$ cat config.mk
export PLATFORM = sky130hd
export DESIGN_NAME = seven_segment_frame_builder
export DESIGN_NICKNAME = d
export VERILOG_FILES = /design/src/rtl/core/ssfb_pkg.sv /design/src/rtl/core/seven_segment_frame_builder.sv
export SDC_FILE = /design/constraint.sdc
export NUM_CORES = 1
export LEC_CHECK = 0
export BUFFER_PORTS_ARGS = -buffer_cell sky130_fd_sc_hd__buf_2
export CORE_MARGIN = 2
export CORE_UTILIZATION = 44
export DETAILED_ROUTE_END_ITERATION = 7
export HOLD_SLACK_MARGIN = 0.03
export PLACE_DENSITY = 0.62
export SLEW_MARGIN = 5
export SYNTH_ARGS = -nofsm -noshare
export SYNTH_HDL_FRONTEND = slang
export SYNTH_SLANG_ARGS = --single-unit
$ cat constraint.sdc
create_clock -name clk -period 8.9 [get_ports clk]
set_input_delay 0.89 -clock clk [delete_from_list [all_inputs] [get_ports clk]]
set_output_delay 0.89 -clock clk [all_outputs]
set_load 0.02 [all_outputs]
$ cat src/rtl/core/ssfb_pkg.sv
// Package for the seven-segment frame builder: command bytes, segment codes,
// word positions within one update and configuration register indexes.
// No dependencies.
package ssfb_pkg;

	// Display command bytes
	localparam logic [7:0] CMD_DATA  = 8'h40;
	localparam logic [7:0] CMD_ADDR  = 8'hC0;
	localparam logic [7:0] CMD_ON    = 8'h88;

	// Segment patterns, bits are [colon][g][f][e][d][c][b][a]
	localparam logic [7:0] SEG_E     = 8'h79;
	localparam logic [7:0] SEG_R     = 8'h50;
	localparam logic [7:0] SEG_COLON = 8'h80;
	localparam logic [7:0] SEG_BLANK = 8'h00;

	// Error code that shows a blank last digit
	localparam logic [7:0] ERR_BLANK_CODE = 8'h10;

	// Configuration register indexes
	localparam logic CFG_BRIGHTNESS = 1'b0;
	localparam logic CFG_SHOW_ZEROS = 1'b1;

	// Word positions within one display update
	localparam logic [2:0] WORD_DATA_CMD = 3'd0;
	localparam logic [2:0] WORD_ADDR_CMD = 3'd1;
	localparam logic [2:0] WORD_DIGIT0   = 3'd2;
	localparam logic [2:0] WORD_DIGIT1   = 3'd3;
	localparam logic [2:0] WORD_DIGIT2   = 3'd4;
	localparam logic [2:0] WORD_DIGIT3   = 3'd5;
	localparam logic [2:0] WORD_ON_CMD   = 3'd6;

	// Decimal digit to segment pattern
	function automatic logic [7:0] seg_of(input logic [3:0] digit);
		logic [7:0] seg;
		unique case (digit)
			4'd0: seg = 8'h3f;
			4'd1: seg = 8'h06;
			4'd2: seg = 8'h5b;
			4'd3: seg = 8'h4f;
			4'd4: seg = 8'h66;
			4'd5: seg = 8'h6d;
			4'd6: seg = 8'h7d;
			4'd7: seg = 8'h07;
			4'd8: seg = 8'h7f;
			4'd9: seg = 8'h6f;
			default: seg = SEG_BLANK;
		endcase
		return seg;
	endfunction

endpackage

$ cat src/rtl/core/seven_segment_frame_builder.sv
// Seven-segment frame builder: turns a number or error request into the
// seven framed command words of one display update. Depends on ssfb_pkg.
//
// Each accepted request produces seven output words, one per cycle when the
// output is not stalled, so the sustained request rate is set by the single
// output word port. A request passes a four-stage pipeline (input register,
// thousands split, hundreds split, digit/segment register), and its first
// word is offered once it reaches the digit/segment register. Up to three
// further requests are held in the pipeline while the current update drains.
// Write configuration only while no request is in flight: the blanking mode
// is read when the digits are built and the brightness when the final word
// goes out.
module seven_segment_frame_builder (
	input  logic       clk,
	input  logic       arst_n,
	input  logic       cfg_we,
	input  logic       cfg_index,
	input  logic [2:0] cfg_data,
	input  logic       in_valid,
	output logic       in_stall,
	input  logic       func,
	input  logic [15:0] number_value,
	input  logic       colon_on,
	input  logic [7:0] error_code,
	output logic       out_valid,
	input  logic       out_stall,
	output logic [7:0] data_byte,
	output logic       frame_start,
	output logic       frame_stop,
	output logic       last_byte
);
	import ssfb_pkg::*;

	// Configuration registers
	logic [2:0] brightness_q;
	logic       show_zeros_q;

	// Pipeline control
	logic valid_s1, valid_s2, valid_s3, valid_s4;
	logic load_s1, load_s2, load_s3, load_s4;
	logic out_fire, last_fire;
	logic [2:0] word_idx_q;

	// Stage 1 payload
	logic        func_s1, colon_s1;
	logic [15:0] num_s1;
	logic [7:0]  code_s1;

	// Stage 2 payload
	logic       func_s2, colon_s2, cblank_s2;
	logic [6:0] th_s2;
	logic [9:0] rem_s2;
	logic [3:0] cdig_s2;

	// Stage 3 payload
	logic       func_s3, colon_s3, cblank_s3;
	logic [3:0] d0_s3, d1_s3, cdig_s3;
	logic [6:0] r2_s3;

	// Stage 4 payload: the four digit words
	logic [7:0] dig0_s4, dig1_s4, dig2_s4, dig3_s4;

	// Write configuration registers
	always_ff @(posedge clk or negedge arst_n) begin
		if (!arst_n) begin
			brightness_q <= 3'd7;
			show_zeros_q <= 1'b0;
		end else if (cfg_we) begin
			unique case (cfg_index)
				CFG_BRIGHTNESS: brightness_q <= cfg_data;
				CFG_SHOW_ZEROS: show_zeros_q <= cfg_data[0];
				default: ;
			endcase
		end
	end

	// Advance a stage when it is empty or its contents move on
	assign out_fire  = valid_s4 && !out_stall;
	assign last_fire = out_fire && (word_idx_q == WORD_ON_CMD);
	assign load_s4   = !valid_s4 || last_fire;
	assign load_s3   = !valid_s3 || load_s4;
	assign load_s2   = !valid_s2 || load_s3;
	assign load_s1   = !valid_s1 || load_s2;
	assign in_stall  = !load_s1;

	always_ff @(posedge clk or negedge arst_n) begin
		if (!arst_n) begin
			valid_s1   <= 1'b0;
			valid_s2   <= 1'b0;
			valid_s3   <= 1'b0;
			valid_s4   <= 1'b0;
			word_idx_q <= WORD_DATA_CMD;
		end else begin
			if (load_s1) valid_s1 <= in_valid;
			if (load_s2) valid_s2 <= valid_s1;
			if (load_s3) valid_s3 <= valid_s2;
			if (load_s4) valid_s4 <= valid_s3;
			if (last_fire) begin
				word_idx_q <= WORD_DATA_CMD;
			end else if (out_fire) begin
				word_idx_q <= word_idx_q + 3'd1;
			end
		end
	end

	// Stage 1: capture the request
	always_ff @(posedge clk) begin
		if (load_s1) begin
			func_s1  <= func;
			num_s1   <= number_value;
			colon_s1 <= colon_on;
			code_s1  <= error_code;
		end
	end

	// Stage 2: split off thousands (n / 1000 by reciprocal), code mod 10
	logic [32:0] th_prod;
	logic [6:0]  th_w;
	logic [15:0] rem_w;
	logic [15:0] cq_prod;
	logic [4:0]  cq_w;
	logic [7:0]  cdig_w;

	always_comb begin
		th_prod = {17'd0, num_s1} * 33'd67109;
		th_w    = th_prod[32:26];
		rem_w   = num_s1 - ({9'd0, th_w} * 16'd1000);
		cq_prod = {8'd0, code_s1} * 16'd205;
		cq_w    = cq_prod[15:11];
		cdig_w  = code_s1 - ({3'd0, cq_w} * 8'd10);
	end

	always_ff @(posedge clk) begin
		if (load_s2) begin
			func_s2   <= func_s1;
			colon_s2  <= colon_s1;
			th_s2     <= th_w;
			rem_s2    <= rem_w[9:0];
			cdig_s2   <= cdig_w[3:0];
			cblank_s2 <= (code_s1 == ERR_BLANK_CODE);
		end
	end

	// Stage 3: thousands digit (thousands count mod 10), hundreds digit and remainder
	logic [13:0] tq_prod;
	logic [2:0]  tq_w;
	logic [6:0]  d0_w;
	logic [19:0] h_prod;
	logic [3:0]  h_w;
	logic [9:0]  r2_w;

	always_comb begin
		tq_prod = {7'd0, th_s2} * 14'd205;
		tq_w    = tq_prod[13:11];
		d0_w    = th_s2 - ({4'd0, tq_w} * 7'd10);
		h_prod  = {10'd0, rem_s2} * 20'd656;
		h_w     = h_prod[19:16];
		r2_w    = rem_s2 - ({6'd0, h_w} * 10'd100);
	end

	always_ff @(posedge clk) begin
		if (load_s3) begin
			func_s3   <= func_s2;
			colon_s3  <= colon_s2;
			cblank_s3 <= cblank_s2;
			cdig_s3   <= cdig_s2;
			d0_s3     <= d0_w[3:0];
			d1_s3     <= h_w;
			r2_s3     <= r2_w[6:0];
		end
	end

	// Stage 4: tens and units, blank leading zeros, map to segments or the error pattern
	logic [14:0] t_prod;
	logic [3:0]  t_w;
	logic [6:0]  u_w;
	logic        blank0, blank1, blank2;
	logic [7:0]  seg0_w, seg1_w, seg2_w, seg3_w;

	always_comb begin
		t_prod = {8'd0, r2_s3} * 15'd205;
		t_w    = t_prod[14:11];
		u_w    = r2_s3 - ({3'd0, t_w} * 7'd10);
		blank0 = !show_zeros_q && (d0_s3 == 4'd0);
		blank1 = blank0 && (d1_s3 == 4'd0);
		blank2 = blank1 && (t_w == 4'd0);
		if (func_s3) begin
			seg0_w = SEG_E;
			seg1_w = SEG_E;
			seg2_w = SEG_R;
			seg3_w = cblank_s3 ? SEG_BLANK : seg_of(cdig_s3);
		end else begin
			seg0_w = blank0 ? SEG_BLANK : seg_of(d0_s3);
			seg1_w = (blank1 ? SEG_BLANK : seg_of(d1_s3)) | (colon_s3 ? SEG_COLON : SEG_BLANK);
			seg2_w = blank2 ? SEG_BLANK : seg_of(t_w);
			seg3_w = seg_of(u_w[3:0]);
		end
	end

	always_ff @(posedge clk) begin
		if (load_s4) begin
			dig0_s4 <= seg0_w;
			dig1_s4 <= seg1_w;
			dig2_s4 <= seg2_w;
			dig3_s4 <= seg3_w;
		end
	end

	// Select the current word and its framing marks
	assign out_valid = valid_s4;
	assign last_byte = (word_idx_q == WORD_ON_CMD);

	always_comb begin
		data_byte   = SEG_BLANK;
		frame_start = 1'b0;
		frame_stop  = 1'b0;
		unique case (word_idx_q)
			WORD_DATA_CMD: begin
				data_byte   = CMD_DATA;
				frame_start = 1'b1;
				frame_stop  = 1'b1;
			end
			WORD_ADDR_CMD: begin
				data_byte   = CMD_ADDR;
				frame_start = 1'b1;
			end
			WORD_DIGIT0: data_byte = dig0_s4;
			WORD_DIGIT1: data_byte = dig1_s4;
			WORD_DIGIT2: data_byte = dig2_s4;
			WORD_DIGIT3: begin
				data_byte  = dig3_s4;
				frame_stop = 1'b1;
			end
			WORD_ON_CMD: begin
				data_byte   = CMD_ON + {5'd0, brightness_q};
				frame_start = 1'b1;
				frame_stop  = 1'b1;
			end
			default: ;
		endcase
	end

endmodule

==> run metrics <==
run status=completed; netlist area before placement=13100 µm²; global-route wire length before repair=41.6 mm; CP Data Arrival Time=~8.3 ns; number of design rule violations left after detail routing=0; flop and latch count out of synthesis=~130; effective utilization at floorplan=roughly 44%; Cells after Synth=about 1200; top_reg_cell synth=edfxtp_1; total number of H-tree levels=4; Floorplan Core Area=about 30000 µm²; number of buffers added by the clock tree synthesis step=17; net count of the mapped netlist=roughly 1600; Setup violations, final=0; Hold Fails Final Rpt=0; average routed wire per standard cell=14.4 µm; number of distinct standard cells referenced by the synthesized netlist=75; Post-Syn Area per Cell=about 11 µm²; type of the most critical hold path=input port to async pin; Yosys warning total=0; commonest cells after routing, fill and taps aside=ha_1, inv_1, edfxtp_1; critical-path maximum fanout=8; clock sink count=~130; Post-Route WL=between 20 and 25 mm; total number of nets in the final design=approximately 1700; vias in the first global route=a little under 9000; total congestion overflow=0; Die Area=a little over 30000 µm²; clock slew at the register clock pins of the worst setup and hold paths=about 0.07 ns; unrepaired setup endpoints after global routing=no; die extent in y=about 180 µm; maximum number of pins on one net before global-route repair=41; IO Count=48; crit start category=flop; proportion of synthesized chip area in sequential cells=28.6%; cell at the root of the clock tree=clkbuf_16; Tightest Pin Transition=roughly 1.1 ns; data required time at the worst endpoint=between 9 and 10 ns; Die Span X=roughly 180 µm; worst clock skew=about 0.011 ns; Post-synth EDFFs=around 100; Setup TNS=0 ns; peak clock frequency supported by timing=between 100 and 150 MHz; number of antenna violations at the first check in global routing=0; TritonCTS clock tree=done; most frequent standard cell in the layout excluding fill and tap cells=ha_1; final antenna diode count=0; worst relative slew slack=about a quarter; layout cell share with drive strength beyond 1=under 10%; total half-perimeter wirelength after legalization and detailed placement=between 15 and 20 mm; Period minus WS final=8.13 ns; number of maximum-capacitance violations=0; routability-driven placement congestion ratio=about 0.81; GRT Overall Usage=16.7%; Post-DRT Antenna Nets=0; vias per inst=between 5 and 6; Vias=between 8000 and 9000; number of pins with negative max-slew slack in the final report=0; Final Cycle Share=about nine tenths; Synth async-reset ratio=between 8 and 9%; Detailed Routing Iterations Pass 1=4; placement row count=between 60 and 70; # hold bufs at CTS=0; register-to-register setup slack=0.77 ns; relative area change from synthesis to final layout=9.79%; endpoint kind of the worst setup timing path=flop; I/O Buffers=47; type of the worst setup path=flop to flop; clock insertion delay at the later pin of the skew report=about 0.43 ns; starting DRC count in detailed routing=just under 400; deepest clock path buffer count=2
area by class of cell:
type / count / area, µm²
Fill cell: 2734 / 15100
Clock inverter: 15 / 173
Timing Repair Buffer: 51 / 265
Inverter: 230 / 863
Sequential cell: 133 / 3730
Clock buffer: 17 / 425
Tap cell: 390 / 488
Multi-Input combinational cell: 822 / 8410
routing by layer:
metal	up-vias	share of wire, %	track usage, %
li1	4281	-	-
met5	-	0	0
met1	3951	47	21.2
met2	84	49	29.7
met3	23	2.1	2.80
met4	0	1.1	3.65
logic make-up after synthesis:
| group | count (synthesis) | synth area share [%] |
|---|---|---|
| buffers and inverters | 250 | 7.22 |
| multiplexers | 22 | 1.76 |
| adder cells (fa/ha/maj) | 401 | 42.7 |
| XOR/XNOR | 50 | 3.57 |
| AND/OR/NAND/NOR | 175 | 6.66 |
| AO/OA/AOI/OAI | 174 | 9.49 |
| flip-flops | 133 | 28.6 |
worst paths after layout:
path | start | end | cells past startpoint
worst max-delay path | num_s1[2] | rem_s2[9] | 27
worst min-delay path | arst_n | word_idx_q[0] | 1
worst max register to register | num_s1[2] | rem_s2[9] | 27
worst min register to register | colon_s2 | colon_s3 | 0
max in group asynchronous | arst_n | brightness_q[0] | 1
min in group clk | colon_s2 | colon_s3 | 0
critical path, stage by stage, from the launching register on:
cell,delay (ns)
edfxtp_1,0.56
ha_1,0.35
ha_1,0.29
fa_1,0.54
fa_1,0.44
ha_1,0.29
inv_1,0.05
fa_1,0.52
inv_1,0.04
ha_1,0.30
a21oi_1,0.14
nor2b_1,0.07
a2111oi_0,0.35
a211oi_1,0.20
o311ai_0,0.62
nand2_1,0.19
a21oi_1,0.26
xnor2_1,0.18
ha_1,0.27
ha_1,0.30
ha_1,0.32
xor2_1,0.17
ha_1,0.30
a21oi_1,0.26
xnor2_1,0.14
or4_1,0.48
o2111ai_1,0.12
a2111oi_0,0.09
metrics by stage:
step	setup slack, ns	instance area (µm²)	utilization, %	hold WS [ns]	cells
after detailed placement	0.733	13700	46.6	0.406	1626
final	0.768	14400	48.7	0.329	1658
after global routing	0.0526	14400	48.7	0.325	1658
after floorplan	1.31	13100	-	0.400	1205
after global placement	0.859	13700	46.6	0.411	1626
after CTS	0.689	14300	48.7	0.319	1658
synthesized netlist by cell type, types with 4 or more instances:
| cell type | n | area (µm²) |
|---|---|---|
| a211oi_1 | 9 | 67.6 |
| a21o_1 | 21 | 158 |
| a21oi_1 | 39 | 195 |
| a221o_1 | 10 | 100 |
| a311oi_1 | 4 | 35.0 |
| a31oi_1 | 7 | 43.8 |
| and3_1 | 6 | 37.5 |
| and4_1 | 5 | 43.8 |
| buf_2 | 4 | 20.0 |
| clkbuf_1 | 15 | 56.3 |
| dfrtp_1 | 8 | 200 |
| dfxtp_1 | 21 | 420 |
| edfxtp_1 | 101 | 3030 |
| fa_1 | 76 | 1520 |
| ha_1 | 325 | 4070 |
| inv_1 | 228 | 856 |
| mux2_2 | 5 | 56.3 |
| mux2i_1 | 14 | 140 |
| nand2_1 | 66 | 248 |
| nand2b_1 | 10 | 62.6 |
| nand3_1 | 12 | 60.1 |
| nand4_1 | 6 | 37.5 |
| nor2_1 | 29 | 109 |
| nor2b_1 | 7 | 43.8 |
| nor3_1 | 8 | 40.0 |
| o2111ai_1 | 5 | 43.8 |
| o21a_1 | 4 | 30.0 |
| o21ai_0 | 24 | 120 |
| o21ai_1 | 8 | 40.0 |
| o221ai_1 | 5 | 43.8 |
| o22ai_1 | 4 | 25.0 |
| or2_2 | 4 | 25.0 |
| or4_1 | 4 | 30.0 |
| xnor2_1 | 30 | 263 |
| xor2_1 | 17 | 149 |
timing repair:
item | in CTS | in global routing
setup endpoints to repair | 0 | 1
buffers inserted | 0 | 0
gates resized for setup | 0 | 1
Power is left out: the tool's default activity adds up to more than one toggle a clock period on the data nets, which glitch-free logic cannot reach.
